<file path="config.mk">
export PLATFORM = sky130hd
export DESIGN_NAME = pid_servo_duty_controller_core
export DESIGN_NICKNAME = d
export VERILOG_FILES = /design/src/hw/rtl/psdc_pkg.sv /design/src/hw/rtl/psdc_mac.sv /design/src/hw/rtl/psdc_cdiv.sv /design/src/hw/rtl/psdc_pdiv.sv /design/src/hw/rtl/pid_servo_duty_controller_core.sv
export SDC_FILE = /design/constraint.sdc
export NUM_CORES = 1
export LEC_CHECK = 0
export ABC_AREA = 0
export BUFFER_PORTS_ARGS = -buffer_cell sky130_fd_sc_hd__buf_2
export CAP_MARGIN = 20
export CORE_AREA = 2 2 237 239
export CTS_BUF_LIST = sky130_fd_sc_hd__clkbuf_4 sky130_fd_sc_hd__clkbuf_8 sky130_fd_sc_hd__clkbuf_16
export DETAILED_ROUTE_END_ITERATION = 16
export DIE_AREA = 0 0 239 241
export GPL_TIMING_DRIVEN = 0
export HOLD_SLACK_MARGIN = 0.06
export PLACE_DENSITY = 0.81
export SYNTH_ARGS = -nofsm -noshare
export SYNTH_HDL_FRONTEND = slang
export SYNTH_SLANG_ARGS = --single-unit
</file>
<file path="constraint.sdc">
create_clock -name clk -period 20.8 [get_ports clk]
set_input_delay 4.16 -clock clk [delete_from_list [all_inputs] [get_ports clk]]
set_output_delay 4.16 -clock clk [all_outputs]
set_load 0.01 [all_outputs]
</file>
<file path="src/hw/rtl/psdc_pkg.sv">
// Shared constants, types and codes for the PID servo duty controller.
// Used by every module under hw/rtl; no dependencies of its own.
package psdc_pkg;

  // Field widths and fixed-point formats
  localparam int POS_W          = 12;
  localparam int GAIN_W         = 16;
  localparam int GAIN_FRAC_BITS = 14;
  localparam int INTEG_W        = 24;
  localparam int SAMPLE_RATE_HZ = 20;
  localparam int RATE_SQ        = SAMPLE_RATE_HZ * SAMPLE_RATE_HZ;

  localparam int DRV_W      = 16;
  localparam int CEIL_W     = 15;
  localparam int CFG_IDX_W  = 3;
  localparam int CFG_DATA_W = 16;
  localparam int PULSE_W    = 11;

  localparam int PULSE_MIN_US  = 1000;
  localparam int PULSE_SPAN_US = 1000;

  // Datapath widths
  localparam int ERR_W    = POS_W + 1;
  localparam int ISUM_W   = INTEG_W + 1;
  localparam int DTERM_W  = ERR_W + $clog2(RATE_SQ + 1);
  localparam int TERM_W   = (INTEG_W > DTERM_W) ? INTEG_W : DTERM_W;
  localparam int SEL_W    = TERM_W + 2;
  localparam int NUM_W    = SEL_W + GAIN_W;
  localparam int DVD_W    = NUM_W - 1 - GAIN_FRAC_BITS;
  localparam int REM_W    = $clog2(SAMPLE_RATE_HZ + 1);
  localparam int TRIAL_W  = REM_W + 1;
  localparam int RAW_W    = DVD_W + 1;
  localparam int SPAN_W   = DRV_W;
  localparam int SPAN_FULL_W = DRV_W + 1;
  localparam int QUO_W    = $clog2(PULSE_SPAN_US + 1);
  localparam int PROD_W   = SPAN_W + QUO_W;

  localparam int MAC_CNT_W  = $clog2(GAIN_W);
  localparam int DIV_CNT_W  = $clog2(DVD_W);
  localparam int PDIV_CNT_W = $clog2(QUO_W);

  // Register reset values
  localparam logic [GAIN_W-1:0]        PROP_GAIN_RST     = GAIN_W'(15565);
  localparam logic [GAIN_W-1:0]        DERIV_GAIN_RST    = GAIN_W'(4915);
  localparam logic [GAIN_W-1:0]        INTEG_GAIN_RST    = GAIN_W'(328);
  localparam logic signed [DRV_W-1:0]  DRIVE_FLOOR_RST   = -DRV_W'(2000);
  localparam logic [CEIL_W-1:0]        DRIVE_CEILING_RST = CEIL_W'(2000);

  typedef enum logic [CFG_IDX_W-1:0] {
    CFG_PROP_GAIN,
    CFG_DERIV_GAIN,
    CFG_INTEG_GAIN,
    CFG_DRIVE_FLOOR,
    CFG_DRIVE_CEILING
  } psdc_cfg_idx_t;

  typedef enum logic [2:0] {
    ST_IDLE,
    ST_MAC,
    ST_DIV,
    ST_CLAMP,
    ST_MAP,
    ST_PULSE,
    ST_DONE
  } psdc_state_t;

  typedef struct packed {
    logic [GAIN_W-1:0] kp;
    logic [GAIN_W-1:0] kd;
    logic [GAIN_W-1:0] ki;
  } psdc_gains_t;

  typedef struct packed {
    logic signed [TERM_W-1:0] a1;  // rate * err
    logic signed [TERM_W-1:0] a2;  // rate^2 * dpos
    logic signed [TERM_W-1:0] a3;  // error integral
  } psdc_terms_t;

endpackage

</file>
<file path="src/hw/rtl/psdc_mac.sv">
// Bit-serial multiply-accumulate: sum of three gain-times-term products.
// One gain bit per cycle, MSB first. Depends on psdc_pkg.
module psdc_mac
  import psdc_pkg::*;
(
  input  logic                    clk,
  input  logic                    rst_n,
  input  logic                    start,
  input  psdc_gains_t             gains,
  input  psdc_terms_t             terms,
  output logic                    done,
  output logic signed [NUM_W-1:0] num
);

  psdc_gains_t              gains_r, gains_nxt;
  psdc_terms_t              terms_r;
  logic signed [NUM_W-1:0]  acc_r, acc_nxt;
  logic [MAC_CNT_W-1:0]     cnt_r, cnt_nxt;
  logic                     active_r, active_nxt;
  logic                     done_r, done_nxt;
  logic signed [SEL_W-1:0]  sel;

  // Partial sum of the terms whose gain bit is set this cycle
  always_comb begin
    sel = '0;
    if (gains_r.kp[GAIN_W-1]) sel = sel + SEL_W'(terms_r.a1);
    if (gains_r.kd[GAIN_W-1]) sel = sel + SEL_W'(terms_r.a2);
    if (gains_r.ki[GAIN_W-1]) sel = sel + SEL_W'(terms_r.a3);
  end

  always_comb begin
    gains_nxt  = gains_r;
    acc_nxt    = acc_r;
    cnt_nxt    = cnt_r;
    active_nxt = active_r;
    done_nxt   = 1'b0;
    if (start) begin
      gains_nxt  = gains;
      acc_nxt    = '0;
      cnt_nxt    = '0;
      active_nxt = 1'b1;
    end else if (active_r) begin
      gains_nxt.kp = {gains_r.kp[GAIN_W-2:0], 1'b0};
      gains_nxt.kd = {gains_r.kd[GAIN_W-2:0], 1'b0};
      gains_nxt.ki = {gains_r.ki[GAIN_W-2:0], 1'b0};
      acc_nxt      = {acc_r[NUM_W-2:0], 1'b0} + NUM_W'(sel);
      cnt_nxt      = cnt_r + 1'b1;
      if (cnt_r == MAC_CNT_W'(GAIN_W - 1)) begin
        active_nxt = 1'b0;
        done_nxt   = 1'b1;
      end
    end
  end

  always_ff @(posedge clk) begin
    if (!rst_n) begin
      active_r <= 1'b0;
      done_r   <= 1'b0;
    end else begin
      active_r <= active_nxt;
      done_r   <= done_nxt;
    end
  end

  always_ff @(posedge clk) begin
    gains_r <= gains_nxt;
    acc_r   <= acc_nxt;
    cnt_r   <= cnt_nxt;
    if (start) begin
      terms_r <= terms;
    end
  end

  assign done = done_r;
  assign num  = acc_r;

endmodule

</file>
<file path="src/hw/rtl/psdc_cdiv.sv">
// Bit-serial divide of the accumulated numerator by rate * 2^frac,
// truncated toward zero and negated. Depends on psdc_pkg.
module psdc_cdiv
  import psdc_pkg::*;
(
  input  logic                    clk,
  input  logic                    rst_n,
  input  logic                    start,
  input  logic signed [NUM_W-1:0] num,
  output logic                    done,
  output logic signed [RAW_W-1:0] raw
);

  logic [NUM_W-1:0]        mag;
  logic [DVD_W-1:0]        dvd_r, dvd_nxt;
  logic [REM_W-1:0]        rem_r, rem_nxt;
  logic                    neg_r, neg_nxt;
  logic [DIV_CNT_W-1:0]    cnt_r, cnt_nxt;
  logic                    active_r, active_nxt;
  logic                    done_r, done_nxt;
  logic [TRIAL_W-1:0]      trial;
  logic                    fits;
  logic signed [RAW_W-1:0] quo;

  assign mag   = num[NUM_W-1] ? NUM_W'(-num) : NUM_W'(num);
  assign trial = {rem_r, dvd_r[DVD_W-1]};
  assign fits  = (trial >= TRIAL_W'(SAMPLE_RATE_HZ));

  // Quotient bits shift into the dividend register from the bottom
  always_comb begin
    dvd_nxt    = dvd_r;
    rem_nxt    = rem_r;
    neg_nxt    = neg_r;
    cnt_nxt    = cnt_r;
    active_nxt = active_r;
    done_nxt   = 1'b0;
    if (start) begin
      dvd_nxt    = mag[NUM_W-2:GAIN_FRAC_BITS];
      rem_nxt    = '0;
      neg_nxt    = num[NUM_W-1];
      cnt_nxt    = '0;
      active_nxt = 1'b1;
    end else if (active_r) begin
      rem_nxt = fits ? REM_W'(trial - TRIAL_W'(SAMPLE_RATE_HZ)) : trial[REM_W-1:0];
      dvd_nxt = {dvd_r[DVD_W-2:0], fits};
      cnt_nxt = cnt_r + 1'b1;
      if (cnt_r == DIV_CNT_W'(DVD_W - 1)) begin
        active_nxt = 1'b0;
        done_nxt   = 1'b1;
      end
    end
  end

  always_ff @(posedge clk) begin
    if (!rst_n) begin
      active_r <= 1'b0;
      done_r   <= 1'b0;
    end else begin
      active_r <= active_nxt;
      done_r   <= done_nxt;
    end
  end

  always_ff @(posedge clk) begin
    dvd_r <= dvd_nxt;
    rem_r <= rem_nxt;
    neg_r <= neg_nxt;
    cnt_r <= cnt_nxt;
  end

  // Drive is the negated quotient
  assign quo  = $signed({1'b0, dvd_r});
  assign raw  = neg_r ? quo : -quo;
  assign done = done_r;

endmodule

</file>
<file path="src/hw/rtl/psdc_pdiv.sv">
// Restoring divider for the pulse map: floor(off * span_us / span).
// One quotient bit per cycle, MSB first. Depends on psdc_pkg.
module psdc_pdiv
  import psdc_pkg::*;
(
  input  logic              clk,
  input  logic              rst_n,
  input  logic              start,
  input  logic [SPAN_W-1:0] off,
  input  logic [SPAN_W-1:0] span,
  output logic              done,
  output logic [QUO_W-1:0]  quo
);

  logic [PROD_W-1:0]     rem_r, rem_nxt;
  logic [PROD_W-1:0]     dsr_r, dsr_nxt;
  logic [QUO_W-1:0]      quo_r, quo_nxt;
  logic [PDIV_CNT_W-1:0] cnt_r, cnt_nxt;
  logic                  active_r, active_nxt;
  logic                  done_r, done_nxt;
  logic                  ge;

  assign ge = (rem_r >= dsr_r);

  // off never exceeds span, so the quotient fits QUO_W bits
  always_comb begin
    rem_nxt    = rem_r;
    dsr_nxt    = dsr_r;
    quo_nxt    = quo_r;
    cnt_nxt    = cnt_r;
    active_nxt = active_r;
    done_nxt   = 1'b0;
    if (start) begin
      rem_nxt    = PROD_W'(off) * PROD_W'(PULSE_SPAN_US);
      dsr_nxt    = PROD_W'(span) << (QUO_W - 1);
      quo_nxt    = '0;
      cnt_nxt    = '0;
      active_nxt = 1'b1;
    end else if (active_r) begin
      if (ge) begin
        rem_nxt = rem_r - dsr_r;
      end
      dsr_nxt = dsr_r >> 1;
      quo_nxt = {quo_r[QUO_W-2:0], ge};
      cnt_nxt = cnt_r + 1'b1;
      if (cnt_r == PDIV_CNT_W'(QUO_W - 1)) begin
        active_nxt = 1'b0;
        done_nxt   = 1'b1;
      end
    end
  end

  always_ff @(posedge clk) begin
    if (!rst_n) begin
      active_r <= 1'b0;
      done_r   <= 1'b0;
    end else begin
      active_r <= active_nxt;
      done_r   <= done_nxt;
    end
  end

  always_ff @(posedge clk) begin
    rem_r <= rem_nxt;
    dsr_r <= dsr_nxt;
    quo_r <= quo_nxt;
    cnt_r <= cnt_nxt;
  end

  assign done = done_r;
  assign quo  = quo_r;

endmodule

</file>
<file path="src/hw/rtl/pid_servo_duty_controller_core.sv">
// PID servo duty controller, top level; uses psdc_pkg, psdc_mac, psdc_cdiv and
// psdc_pdiv. Each input transfer is one control tick: error, derivative and a
// saturating error integral are formed on transfer, then the drive is built
// by a bit-serial multiply-accumulate (one gain bit per cycle), a bit-serial
// divide by the sample rate, a clamp, and a 10-step restoring divide that
// maps the drive onto a 1000..2000 us pulse (skipped, giving 1000 us, when the
// span is not positive). The next input is taken only once the previous result
// sits in the output register, so a new tick waits while the last one is still
// in the serial multiply, the serial divides or the clamp. The output register
// holds a result until it is taken while the next tick is already in progress.
// Configuration writes are registered and must only occur while no tick is in
// flight.
module pid_servo_duty_controller_core
  import psdc_pkg::*;
(
  input  logic                    clk,
  input  logic                    rst_n,
  input  logic                    in_valid,
  output logic                    in_ready,
  input  logic [POS_W-1:0]        in_measured_position,
  input  logic [POS_W-1:0]        in_target_position,
  output logic                    out_valid,
  input  logic                    out_ready,
  output logic [PULSE_W-1:0]      out_pulse_width_us,
  output logic signed [DRV_W-1:0] out_drive_value,
  output logic                    out_drive_clamped,
  input  logic                    cfg_we,
  input  logic [CFG_IDX_W-1:0]    cfg_index,
  input  logic [CFG_DATA_W-1:0]   cfg_data
);

  // Configuration registers
  logic [GAIN_W-1:0]        prop_gain_r, deriv_gain_r, integ_gain_r;
  logic signed [DRV_W-1:0]  drive_floor_r;
  logic [CEIL_W-1:0]        drive_ceiling_r;

  // Controller state
  logic [POS_W-1:0]          last_pos_r;
  logic signed [INTEG_W-1:0] integ_r, integ_sat;

  psdc_state_t state_r, state_nxt;

  logic in_fire, div_start, clamp_en, pdiv_start, out_load, out_free;
  logic mac_done, div_done, pdiv_done;

  logic signed [ERR_W-1:0]   err, dpos;
  logic signed [ISUM_W-1:0]  isum;
  psdc_gains_t               gains;
  psdc_terms_t               terms;
  logic signed [NUM_W-1:0]   num;
  logic signed [RAW_W-1:0]   raw;

  logic signed [RAW_W-1:0]   floor_x, ceil_x, d1, d2;
  logic signed [SPAN_FULL_W-1:0] span_full, off_full;

  logic signed [DRV_W-1:0]   drive_r, floor_snap_r;
  logic                      clamped_r, span_ok_r;
  logic [SPAN_W-1:0]         span_r;
  logic [QUO_W-1:0]          quo;
  logic [PULSE_W-1:0]        pulse;

  logic                      out_valid_r;
  logic [PULSE_W-1:0]        out_pulse_r;
  logic signed [DRV_W-1:0]   out_drive_r;
  logic                      out_clamped_r;

  // ---------------------------------------------------------------- config
  always_ff @(posedge clk) begin
    if (!rst_n) begin
      prop_gain_r     <= PROP_GAIN_RST;
      deriv_gain_r    <= DERIV_GAIN_RST;
      integ_gain_r    <= INTEG_GAIN_RST;
      drive_floor_r   <= DRIVE_FLOOR_RST;
      drive_ceiling_r <= DRIVE_CEILING_RST;
    end else if (cfg_we) begin
      case (cfg_index)
        CFG_PROP_GAIN:     prop_gain_r     <= cfg_data[GAIN_W-1:0];
        CFG_DERIV_GAIN:    deriv_gain_r    <= cfg_data[GAIN_W-1:0];
        CFG_INTEG_GAIN:    integ_gain_r    <= cfg_data[GAIN_W-1:0];
        CFG_DRIVE_FLOOR:   drive_floor_r   <= $signed(cfg_data[DRV_W-1:0]);
        CFG_DRIVE_CEILING: drive_ceiling_r <= cfg_data[CEIL_W-1:0];
        default: ;
      endcase
    end
  end

  // ---------------------------------------------------------- tick front end
  assign in_fire = in_valid && in_ready;
  assign err     = $signed({1'b0, in_measured_position}) - $signed({1'b0, in_target_position});
  assign dpos    = $signed({1'b0, in_measured_position}) - $signed({1'b0, last_pos_r});
  assign isum    = ISUM_W'(integ_r) + ISUM_W'(err);

  // Saturate the integral to its signed range
  always_comb begin
    if (isum[ISUM_W-1] != isum[INTEG_W-1]) begin
      integ_sat = isum[ISUM_W-1] ? {1'b1, {(INTEG_W-1){1'b0}}} : {1'b0, {(INTEG_W-1){1'b1}}};
    end else begin
      integ_sat = isum[INTEG_W-1:0];
    end
  end

  assign gains.kp = prop_gain_r;
  assign gains.kd = deriv_gain_r;
  assign gains.ki = integ_gain_r;
  assign terms.a1 = TERM_W'(err) * TERM_W'(SAMPLE_RATE_HZ);
  assign terms.a2 = TERM_W'(dpos) * TERM_W'(RATE_SQ);
  assign terms.a3 = TERM_W'(integ_sat);

  always_ff @(posedge clk) begin
    if (!rst_n) begin
      last_pos_r <= '0;
      integ_r    <= '0;
    end else if (in_fire) begin
      last_pos_r <= in_measured_position;
      integ_r    <= integ_sat;
    end
  end

  // -------------------------------------------------------- serial datapath
  psdc_mac u_mac (
    .clk   (clk),
    .rst_n (rst_n),
    .start (in_fire),
    .gains (gains),
    .terms (terms),
    .done  (mac_done),
    .num   (num)
  );

  psdc_cdiv u_cdiv (
    .clk   (clk),
    .rst_n (rst_n),
    .start (div_start),
    .num   (num),
    .done  (div_done),
    .raw   (raw)
  );

  // Floor clamp first, ceiling clamp last
  assign floor_x = RAW_W'(drive_floor_r);
  assign ceil_x  = RAW_W'($signed({1'b0, drive_ceiling_r}));
  assign d1      = (raw < floor_x) ? floor_x : raw;
  assign d2      = (d1 > ceil_x) ? ceil_x : d1;
  assign span_full = SPAN_FULL_W'($signed({1'b0, drive_ceiling_r}))
                   - SPAN_FULL_W'(drive_floor_r);

  // Snapshot the floor with the drive so the pulse map sees one consistent pair
  always_ff @(posedge clk) begin
    if (clamp_en) begin
      drive_r      <= d2[DRV_W-1:0];
      clamped_r    <= (d2 != raw);
      span_ok_r    <= !span_full[SPAN_FULL_W-1] && (span_full != '0);
      span_r       <= span_full[SPAN_W-1:0];
      floor_snap_r <= drive_floor_r;
    end
  end

  assign off_full = SPAN_FULL_W'(drive_r) - SPAN_FULL_W'(floor_snap_r);

  psdc_pdiv u_pdiv (
    .clk   (clk),
    .rst_n (rst_n),
    .start (pdiv_start),
    .off   (off_full[SPAN_W-1:0]),
    .span  (span_r),
    .done  (pdiv_done),
    .quo   (quo)
  );

  assign pulse = span_ok_r ? PULSE_W'(PULSE_MIN_US) + PULSE_W'(quo) : PULSE_W'(PULSE_MIN_US);

  // ------------------------------------------------------------- sequencer
  always_comb begin
    state_nxt = state_r;
    case (state_r)
      ST_IDLE:  if (in_valid) state_nxt = ST_MAC;
      ST_MAC:   if (mac_done) state_nxt = ST_DIV;
      ST_DIV:   if (div_done) state_nxt = ST_CLAMP;
      ST_CLAMP: state_nxt = ST_MAP;
      ST_MAP:   state_nxt = span_ok_r ? ST_PULSE : ST_DONE;
      ST_PULSE: if (pdiv_done) state_nxt = ST_DONE;
      ST_DONE:  if (out_free) state_nxt = ST_IDLE;
      default:  state_nxt = ST_IDLE;
    endcase
  end

  always_comb begin
    in_ready   = 1'b0;
    div_start  = 1'b0;
    clamp_en   = 1'b0;
    pdiv_start = 1'b0;
    out_load   = 1'b0;
    case (state_r)
      ST_IDLE:  in_ready   = 1'b1;
      ST_MAC:   div_start  = mac_done;
      ST_DIV:   ;
      ST_CLAMP: clamp_en   = 1'b1;
      ST_MAP:   pdiv_start = span_ok_r;
      ST_PULSE: ;
      ST_DONE:  out_load   = out_free;
      default:  ;
    endcase
  end

  always_ff @(posedge clk) begin
    if (!rst_n) begin
      state_r <= ST_IDLE;
    end else begin
      state_r <= state_nxt;
    end
  end

  // --------------------------------------------------------- output register
  assign out_free = !out_valid_r || out_ready;

  always_ff @(posedge clk) begin
    if (!rst_n) begin
      out_valid_r <= 1'b0;
    end else if (out_load) begin
      out_valid_r <= 1'b1;
    end else if (out_ready) begin
      out_valid_r <= 1'b0;
    end
  end

  always_ff @(posedge clk) begin
    if (out_load) begin
      out_pulse_r   <= pulse;
      out_drive_r   <= drive_r;
      out_clamped_r <= clamped_r;
    end
  end

  assign out_valid          = out_valid_r;
  assign out_pulse_width_us = out_pulse_r;
  assign out_drive_value    = out_drive_r;
  assign out_drive_clamped  = out_clamped_r;

  // ------------------------------------------------------------- assertions
  a_fire_starts_mac: assert property (@(posedge clk) disable iff (!rst_n)
    in_fire |=> state_r == ST_MAC)
    else $error("input transfer did not start the multiply");

  a_mac_done_in_mac: assert property (@(posedge clk) disable iff (!rst_n)
    mac_done |-> state_r == ST_MAC)
    else $error("multiply finished outside its state");

  a_div_done_in_div: assert property (@(posedge clk) disable iff (!rst_n)
    div_done |-> state_r == ST_DIV)
    else $error("divide finished outside its state");

  a_pulse_range: assert property (@(posedge clk) disable iff (!rst_n)
    out_valid_r |-> (out_pulse_r >= PULSE_W'(PULSE_MIN_US)) &&
                    (out_pulse_r <= PULSE_W'(PULSE_MIN_US + PULSE_SPAN_US)))
    else $error("pulse width out of range");

endmodule
</file>
==> results of run 1 <==
-- worst max-delay path by stage --
stage / start / endpoint / slack (ns) / depth (start not counted)
after global placement: in_measured_position[0] / integ_r[8]$_SDFFE_PN0P_ / 10.19 / 30
after global routing: in_measured_position[0] / integ_r[12]$_SDFFE_PN0P_ / 9.91 / 31
final: in_measured_position[0] / integ_r[10]$_SDFFE_PN0P_ / 10.41 / 31
after floorplan: in_measured_position[0] / integ_r[10]$_SDFFE_PN0P_ / 11.41 / 29
after CTS: in_measured_position[0] / integ_r[10]$_SDFFE_PN0P_ / 10.63 / 31
after detailed placement: in_measured_position[0] / integ_r[10]$_SDFFE_PN0P_ / 10.01 / 31
-- sequential cells by signal (all words and copies together), names as in the netlist, 4 cells and up --
register / count
u_cdiv.cnt_r: 5
out_pulse_width_us: 11
drive_ceiling_r: 15
last_pos_r: 12
span_r: 16
u_pdiv.quo: 10
u_cdiv.rem_r: 5
u_mac.gains_r: 48
out_drive_value: 16
u_mac.terms_r: 60
u_mac.cnt_r: 4
deriv_gain_r: 16
prop_gain_r: 16
u_pdiv.cnt_r: 4
u_pdiv.dsr_r: 25
u_pdiv.rem_r: 26
floor_snap_r: 16
u_cdiv.dvd_r: 27
drive_r: 16
integ_r: 24
integ_gain_r: 16
drive_floor_r: 16
u_mac.num: 42
-- cells in the final DEF, fill, tap and decap left out, drive strengths merged, types with 8 or more instances in the layout --
cell type	instances
buf	95
edfxtp	253
o21a	28
a21o	78
xor2	136
or2	20
fa	75
mux2	29
a21boi	73
xnor2	134
nor4	21
o211ai	25
and4	8
or3	14
nor3	58
o22ai	18
nand2	519
inv	267
a211oi	28
a31oi	31
nor2	303
and3	21
clkbuf	173
o41ai	8
o31ai	16
o21ai	162
clkinv	13
nand2b	32
nand4	29
ha	352
or4	10
and2	41
o21bai	37
mux2i	58
dfxtp	207
nor2b	37
a21oi	205
nand3	92
-- area by class of cell --
type	count	area share [%]
multi-input cells	2775	54.6
flip-flops and latches	460	32.6
clock buffers	67	4.09
inverters	259	2.70
well taps	704	2.45
repair buffers	82	1.36
plain buffers	119	1.27
clock inverters	27	0.929
-- kinds of logic (layout without fill, tap and decap cells) --
logic type,after synthesis,in the layout
AOI/OAI and AO/OA,768,768
xor gates and xnor gates,270,270
adders and majority gates,427,427
buffers and inverters,378,554
DFF,460,460
muxes,87,87
and+or+nand+nor,1223,1223
-- power by group through the flow --
stage / clock network [mW] / logic (mW) / registers [mW]
floorplan: 0 / 1.40 / 1.18
detailed placement: 0 / 1.74 / 1.21
global route: 1.00 / 1.99 / 1.21
CTS: 0.967 / 1.76 / 1.20
global placement: 0 / 1.69 / 1.21
finish: 0.959 / 1.77 / 1.20
-- worst reg2reg max path: cells and delay by family, from the launching register on --
kind | cells | cell delay [ns]
buf+inv | 2 | 0.51
flops | 1 | 0.54
xor+xnor | 4 | 1.17
compound gates | 13 | 3.65
fa+ha+maj | 3 | 1.02
mux | 1 | 0.30
simple gates | 9 | 1.69
-- layer usage --
metal / routed length (um) / track usage (%)
met5: 45 / 0
met1: 34100 / 35.3
met3: 4560 / 3.31
met4: 3190 / 11.5
met2: 37200 / 47.0
-- per-stage QoR --
step                      area (um^2)  utilization, %  cells
final                           36000            65.6   4493
after CTS                       36000            65.5   4492
after global placement          34000            62.0   4392
after global routing            36000            65.6   4493
after detailed placement        34200            62.3   4398
after floorplan                 32800               -   3613
==> impl_results.md, run 1 <==
* Final Setup Violations at 0
* Hold worst-path end: floor_snap_r[5]$_DFFE_PP_
* Relative slew slack at around 36%
* Ranking of synthesized cells by area: edfxtp_1 23%, ha_1 13%, dfxtp_1 13%
* Yosys reg bits at 460
* Via count at 26400
* Multi-input logic area at 19600 um^2
* Sw Pwr at 1.49 mW
* Most common cell in the netlist: nand2_1
* Sequential share of power at 30.5%
* Cell variety after synth at 81
* Routed vias/inst at a little under 6
* Synthesized instance count at 3613
* Min cycle time layout at between 10 and 15 ns
* Multiplexer share of the synthesized area at 2.79%
* Ys Warns at 0
* Sw Share at 38.0%
* Worst skew pair latency at 0.63 ns
* Hold buffer count at CTS at 0
* Share of cells above drive strength 1 at roughly 6.2%
* Max cap viols at 0
* DRC viols at 0
* Comb pwr share at ~45%
* Diodes inserted at 0
* Total global-route track usage at 27.4%
* Peak VDD IR at approximately 0.000084 V
* Hold Path Origin: drive_floor_r[5]$_SDFFE_PN1P_
* Top post-synthesis cells by count: 519 x nand2_1, 352 x ha_1, 303 x nor2_1, 258 x inv_1, 253 x edfxtp_1
* Critical Path Fanout Max at 15
* FF-to-FF Start: u_mac.gains_r[47]$_DFFE_PP_
* Post-synth EDFFs at about 250
* Die W at 239 um
* DR WL/cell at around 18 um
* Worst path slowest cell: inv_1
* Clk sinks at 460
* Starting DRT DRC Count at ~2000
* Vias in the first global route at 25500
* Max Slew Vio Count at 0
* Area grow syn2layout at 9.74%
* CTS tree: built
* Largest net degree at the start of global routing at 47
* Clk slew on worst S/H paths at 0.06 ns
* Peak per-stage delay on the critical path at 0.58 ns
* Max Clock Freq at 0.0962 GHz
* Placer congestion estimate at slightly below 1
* Initial Util at between 50% and 60%
* Syn_nets at 4088
* Largest family of logic cells by synthesized area: adder cells
* WHS at 0.426 ns
* Top-area cell type share of the netlist area at a little under a quarter
* # Post-CTS Setup Buffers at 0
* Adder-cell area share of the yosys netlist at 18.0%
* Core ar. at 54900 um^2
* Pre-antenna DRT Iters at 6
* WP data required at 21.29 ns
* CTS root buf: clkbuf_16
* Post-DP HPWL at slightly above 60000 um
* Synth Flop Type: edfxtp_1
* Pre-CTS WS at approximately 10 ns
* Final worst slack at 10.41 ns
* Antenna violations before repair at 3
* First-pass GRT wire length at about 130000 um
* Setup TNS Final at 0 ns
* Crit end category: flop
* Number of fill cells at approximately 4400
* Final Cycle Share at 50.0%
* Critical Path AT at 10.89 ns
* Storage cell area at around 12000 um^2
* Antenna-violating nets left at 0
* Power Dens Cells at 109 nW/um^2
* Die H at 241 um
* R2R setup slack at 11.75 ns
* Total Wirelength at about 79000 um
* CTS Buf Count at 50
* Status: finished, final reports clean
* Largest area contributor in the netlist: edfxtp_1
* Fin nets at 4222
* CP bufs+invs at 6
* CP dominant cell by count: a21oi_1
* Delay-heaviest family, CP: compound AO/OA/AOI/OAI gates
* I/O pin cnt at 78
* Avg Cell Area, Syn at a little over 9 um^2
* Tot Pwr at 3.93 mW
* Worst setup SP type: input port
* H-Tree Depth at 2
* Post-synthesis simple-gate area fraction at between 10% and 20%
* CTS resizes at 0
* Grt total ovfl at 0
* XOR/XNOR share of the synthesized area at 7.21%
* Synth Cell Area at 32800 um^2
* Hold path cells at 0
* Sequential fraction of the synthesis area at 35.8%
* Die area at 57600 um^2
* Fin. Hold Viols at 0
* RR Endpoint: u_mac.num[41]$_SDFFE_PP0P_
* Asr flop ratio synth at 0%
* CTS Buffer Depth at 3
* Leakage power at approximately 16 nW
* Clk_skew at 0.0258 ns
* Slew @ Worst Pin at 0.960 ns
* Clock network power share at 24.4%
* Unrepaired setup endpoints after global routing: false
* Internal at ~2.4 mW
* IO buf count at 75
* Synth Area in Compound Gates at 15.0%
* Setup CP Type: in -> reg
* FP Rows at 86
* Worst r2r path cells at 32
* Hold WC Path Type: reg -> reg
(Power assumes the default switching activity.)
==> run 2, diff against run 1 <==
clock period = 9.7 ns   (was 20.8 ns; I/O delays follow)
==> run 2 against run 1 <==
Design area about the same. Non-clock buffer count unchanged. Combinational power increased by 120%. Die area unchanged. Clock-buffer cell count stayed put. Sequential power rose by 110%. Critical path depth increased by 1. Highest routed layer unchanged. Sequential cell count is the same. Global-route usage unchanged. First-iteration DRC count decreased by 1.7%. Hold slack got worse by 0.00079 ns. Power is 110% higher.
==> impl_results.md, run 2 (synthesized netlist as in run 1, its figures left out) <==
* Status: finished, final reports clean
* Total global-route track usage at 27.4%
* Peak VDD IR at 0.000181 V
* Post-DP HPWL at just over 60000 um
* Final Setup Violations at 0
* CTS Buf Count at 50
* Leakage power at approximately 16 nW
* Area grow syn2layout at 9.77%
* Sw Share at a little under two fifths
* Total Wirelength at between 70000 and 80000 um
* Most frequent cells in the layout: 518 x nand2_1, 352 x ha_1, 302 x nor2_1
* DR WL/cell at ~18 um
* CTS root buf: clkbuf_16
* Largest register FFs at 60
* Setup CP Type: reg -> reg
* Comb pwr share at a little under half
* Routed vias/inst at 5.87
* Placer congestion estimate at 0.961
* # Post-CTS Setup Buffers at 0
* Share of cells above drive strength 1 at around 6.3%
* Via count at 26400
* Largest net degree at the start of global routing at 47
* CTS Buffer Depth at 3
* First-pass GRT wire length at 127000 um
* Clk sinks at 460
* Die W at 239 um
* Internal at 5.23 mW
* Unrepaired setup endpoints after global routing: false
* Sw Pwr at 3.20 mW
* Setup TNS Final at 0 ns
* IO buf count at 75
* Die area at 57600 um^2
* Number of fill cells at 4363
* CTS tree: built
* I/O pin cnt at 78
* Pre-antenna DRT Iters at 6
* Worst skew pair latency at 0.63 ns
* Delay-heaviest family, CP: compound AO/OA/AOI/OAI gates
* Hold WC Path Type: reg -> reg
* Sequential share of power at 30.5%
* Crit end category: flop
* Antenna-violating nets left at 0
* Max cap viols at 0
* Vias in the first global route at roughly 25000
* Clk_skew at 0.0261 ns
* Max Clock Freq at 0.114 GHz
* Worst setup SP type: flop
* Commonest non-fill, non-tap cell in the layout: nand2_1
* Max Slew Vio Count at 0
* DP Cell Count at ~4400
* Fin. Hold Viols at 0
* Worst path slowest cell: xor2_2
* Initial Util at 59.7%
* Core ar. at approximately 55000 um^2
* Grt total ovfl at 0
* Slew @ Worst Pin at 0.972 ns
* DRC viols at 0
* Clk slew on worst S/H paths at 0.06 ns
* Relative slew slack at 35.1%
* Most flops, register: u_mac.terms_r
* Critical Path Fanout Max at 17
* Critical Path AT at 9.22 ns
* H-Tree Depth at 2
* Clock network power share at 24.4%
* FP Rows at 86
* Antenna violations before repair at 3
* Final Cycle Share at 90.1%
* WP data required at about 10 ns
* Layout Cells excl Fill at 4493
* Power Dens Cells at about 230 nW/um^2
* Diodes inserted at 0
* Peak per-stage delay on the critical path at 0.77 ns
* Die H at between 200 and 250 um
* Starting DRT DRC Count at roughly 2000
* CP bufs+invs at 2
* Min cycle time layout at 8.74 ns
* Fin nets at ~4200
run 2: cell counts in the layout (fill, tap and decap cells not counted):
Identical to the previous run, type by type.
run 2: power groups by stage:
stage | Sequential [mW] | Combinational, mW | Clock (mW)
after floorplan | 2.52 | 3.01 | 0
after global placement | 2.60 | 3.62 | 0
after detailed placement | 2.60 | 3.72 | 0
after CTS | 2.57 | 3.76 | 2.07
after global routing | 2.59 | 4.26 | 2.15
final | 2.57 | 3.81 | 2.06
run 2: layer usage:
metal	up-vias	share of wire, %	global-route usage (%)
met1	12400	43	35.3
li1	12900	-	-
met5	-	0.034	0
met2	787	47	47.0
met3	208	5.9	3.31
met4	4	4.2	11.5
run 2: worst register-to-register path: cells and delay by family (launching register included):
| family | cells | cell delay, ns |
|---|---|---|
| compound gates | 13 | 3.36 |
| simple gates | 9 | 1.68 |
| xor+xnor | 4 | 1.18 |
| fa+ha+maj | 3 | 1.02 |
| flops | 1 | 0.54 |
| buf+inv | 2 | 0.52 |
| mux | 1 | 0.30 |
run 2: final timing paths:
kind / from / to / slack (ns) / cells past startpoint
min reg2reg: clamped_r$_DFFE_PP_ / out_drive_clamped$_DFFE_PP_ / 0.43 / 0
max: u_mac.gains_r[47]$_DFFE_PP_ / u_mac.num[41]$_SDFFE_PP0P_ / 0.96 / 32
max reg2reg: u_mac.gains_r[47]$_DFFE_PP_ / u_mac.num[41]$_SDFFE_PP0P_ / 0.96 / 32
min: clamped_r$_DFFE_PP_ / out_drive_clamped$_DFFE_PP_ / 0.43 / 0
run 2: cell type report:
cell class / instances / area (um^2) / share of cell area, %
plain buffers: 119 / 457 / 1.27
clock inverters: 27 / 334 / 0.928
well taps: 704 / 881 / 2.45
repair buffers: 82 / 490 / 1.36
inverters: 259 / 972 / 2.70
multi-input cells: 2775 / 19600 / 54.6
flip-flops and latches: 460 / 11700 / 32.6
clock buffers: 67 / 1470 / 4.09
run 2: per-stage QoR:
stage | setup slack (ns) | total power [mW] | utilization [%] | cell area, um^2 | hold WS, ns
final | 0.957 | 8.43 | 65.6 | 36000 | 0.425
after floorplan | 2.18 | 5.53 | - | 32800 | 0.400
after global placement | 0.517 | 6.23 | 62.0 | 34000 | 0.408
after CTS | 0.732 | 8.41 | 65.5 | 36000 | 0.425
after global routing | 0.130 | 9.00 | 65.6 | 36000 | 0.442
after detailed placement | 0.808 | 6.33 | 62.3 | 34200 | 0.411
run 2: timing repair:
item                                    CTS  global route
hold buffers                              0             0
endpoints found under the setup margin    0             2
resized for setup                         0             1
==> run 3, diff against run 2 <==
CELL_PAD_IN_SITES_DETAIL_PLACEMENT = 2   (was default)
CELL_PAD_IN_SITES_GLOBAL_PLACEMENT = 2   (was default)
CORE_AREA = 2 2 286 288   (was 2 2 237 239)
DIE_AREA = 0 0 288 290   (was 0 0 239 241)
PLACE_DENSITY = 0.85   (was 0.81)
==> run 3 against run 2 <==
Clock power up 23%. Largest power group unchanged. Critical path type unchanged. Final cell count is 8.1% higher. Die area grew 45%. Sequential power hardly changed. Highest routed layer unchanged. Worst setup slack lost 0.31 ns.
==> impl_results.md, run 3 (synthesized netlist as in run 1, its figures left out) <==
* WP data required at 10.02 ns
* Pre-antenna DRT Iters at 5
* CTS resizes at 0
* Hold WC Path Type: reg -> reg
* Routed vias/inst at between 5 and 6
* Grt total ovfl at 0
* Crit end category: flop
* Max Clock Freq at 0.110 GHz
* CTS tree: built
* Antenna violations before repair at 5
* Peak per-stage delay on the critical path at 0.70 ns
* Final Setup Violations at 0
* Setup TNS Final at 0 ns
* Min cycle time layout at about 9 ns
* First-pass GRT wire length at approximately 190000 um
* Total global-route track usage at 29.0%
* Initial Util at about 41%
* WL met3 at 4500 um
* Area grow syn2layout at 12.4%
* DR WL/cell at 25.2 um
* RR Endpoint: clamped_r$_DFFE_PP_
* Via count at 28300
* Crit path from: u_cdiv.dvd_r[17]$_DFFE_PP_
* CTS Buf Count at 55
* Fin. Hold Viols at 0
* Max cap viols at 0
* Hold path cells at 0
* Largest register FFs at 60
* FF-to-FF Start: u_cdiv.dvd_r[17]$_DFFE_PP_
* Most frequent cells in the layout: 518 x nand2_1, 352 x ha_1, 302 x nor2_1
* Core ar. at 80200 um^2
* Delay-heaviest family, CP: simple AND/OR/NAND/NOR gates
* Most flops, register: u_mac.terms_r
* Worst skew pair latency at 0.66 ns
* # Post-CTS Setup Buffers at 0
* Unrepaired setup endpoints after global routing: false
* Worst setup SP type: flop
* Vias in the first global route at 32500
* Crit path depth at 29
* Relative slew slack at between 20% and 30%
* Placement Cell Area at approximately 35000 um^2
* Total Wirelength at 122000 um
* Clk_skew at 0.0610 ns
* CP dominant cell by count: nand4_1
* DP Cell Count at between 4000 and 5000
* CTS root buf: clkbuf_16
* Clk sinks at 460
* Leakage power at between 15 and 20 nW
* Critical Path Fanout Max at 10
* Worst Setup EP: clamped_r$_DFFE_PP_
* Die area at 83500 um^2
* Share of cells above drive strength 1 at ~6.5%
* Power Dens Cells at 255 nW/um^2
* I/O pin cnt at 78
* IO buf count at 75
* Critical Path AT at 9.37 ns
* Final Cell Area at 36900 um^2
* CTS Buffer Depth at 3
* Antenna-violating nets left at 0
* Slew @ Worst Pin at 1.10 ns
* Final core utilization at between 40% and 50%
* Die W at 288 um
* Setup CP Type: reg -> reg
* Status: finished, final reports clean
* Post-DP HPWL at 86700 um
* WL met1 at 49000 um
* Placer congestion estimate at 0.902
* Fin nets at 4226
* Hold buffer count at CTS at 0
* Uppermost routed layer: met5
* Largest net degree at the start of global routing at 44
* DRC viols at 0
* H-Tree Depth at 2
* Commonest non-fill, non-tap cell in the layout: nand2_1
* Starting DRT DRC Count at 1507
* R2R setup slack at 0.65 ns
* Clk slew on worst S/H paths at 0.06 ns
* Die H at ~290 um
* Worst path slowest cell: or4_1
* Worst r2r path cells at 29
* Final Cycle Share at 93.3%
* Peak VDD IR at 0.000150 V
* CP bufs+invs at 3
* Max Slew Vio Count at 0
* Wire length on met2 at 63500 um
* Layout Cells excl Fill at 4859
* FP Rows at 104
-- run 3: cell types whose count changed in the layout (fill, tap and decap cells not counted), sizes merged --
| cell | before | now |
|---|---|---|
| clkbuf | 173 | 172 |
| bufinv | 5 | 17 |
| clkinv | 13 | 21 |
| inv | 267 | 258 |
| diode | 0 | 1 |
| buf | 95 | 94 |
-- run 3: layout make-up --
type | instances | area [um^2]
fill | 8621 | 43300
multi-input combinational | 2775 | 19700
sequential | 460 | 11700
clock buffer | 66 | 1500
tap | 1060 | 1330
inverter | 259 | 972
clock inverter | 38 | 681
timing repair buffer | 82 | 494
buffer | 118 | 455
antenna | 1 | 2.50
-- run 3: power breakdown --
group,switching [mW],internal (mW)
Clock,0.978,1.56
Combinational,2.59,1.67
Sequential,0.207,2.38
Total,3.77,5.61
-- run 3: how the worst min path moves through the flow --
| stage | startpoint | endpoint | slack (ns) |
|---|---|---|---|
| floorplan | clamped_r$_DFFE_PP_ | out_drive_clamped$_DFFE_PP_ | 0.40 |
| global placement | clamped_r$_DFFE_PP_ | out_drive_clamped$_DFFE_PP_ | 0.42 |
| detailed placement | clamped_r$_DFFE_PP_ | out_drive_clamped$_DFFE_PP_ | 0.42 |
| CTS | clamped_r$_DFFE_PP_ | out_drive_clamped$_DFFE_PP_ | 0.45 |
| global route | clamped_r$_DFFE_PP_ | out_drive_clamped$_DFFE_PP_ | 0.47 |
| finish | clamped_r$_DFFE_PP_ | out_drive_clamped$_DFFE_PP_ | 0.45 |
-- run 3: per-layer routing --
metal	track usage, %	up-vias
met3	3.36	292
met2	53.3	689
met4	12.1	6
li1	-	12900
met1	33.7	14400
met5	0	-
-- run 3: stage by stage --
stage                     total power [mW]  hold slack [ns]  setup slack (ns)
after floorplan                       5.53            0.400              2.18
after global placement                6.43            0.422            0.0522
after detailed placement              6.69            0.421             0.223
final                                 9.39            0.453             0.648
after CTS                             9.40            0.449            0.0546
after global routing                  9.96            0.466            0.0716
-- run 3: worst register-to-register path, delay by kind of cell (launching register included) --
| kind | cells | cell delay (ns) |
|---|---|---|
| AND/OR/NAND/NOR | 14 | 4.64 |
| adder cells (fa/ha/maj) | 2 | 0.73 |
| flip-flops | 1 | 0.54 |
| AO/OA/AOI/OAI | 7 | 1.21 |
| XOR/XNOR | 2 | 0.53 |
| multiplexers | 1 | 0.34 |
| buffers and inverters | 3 | 0.75 |
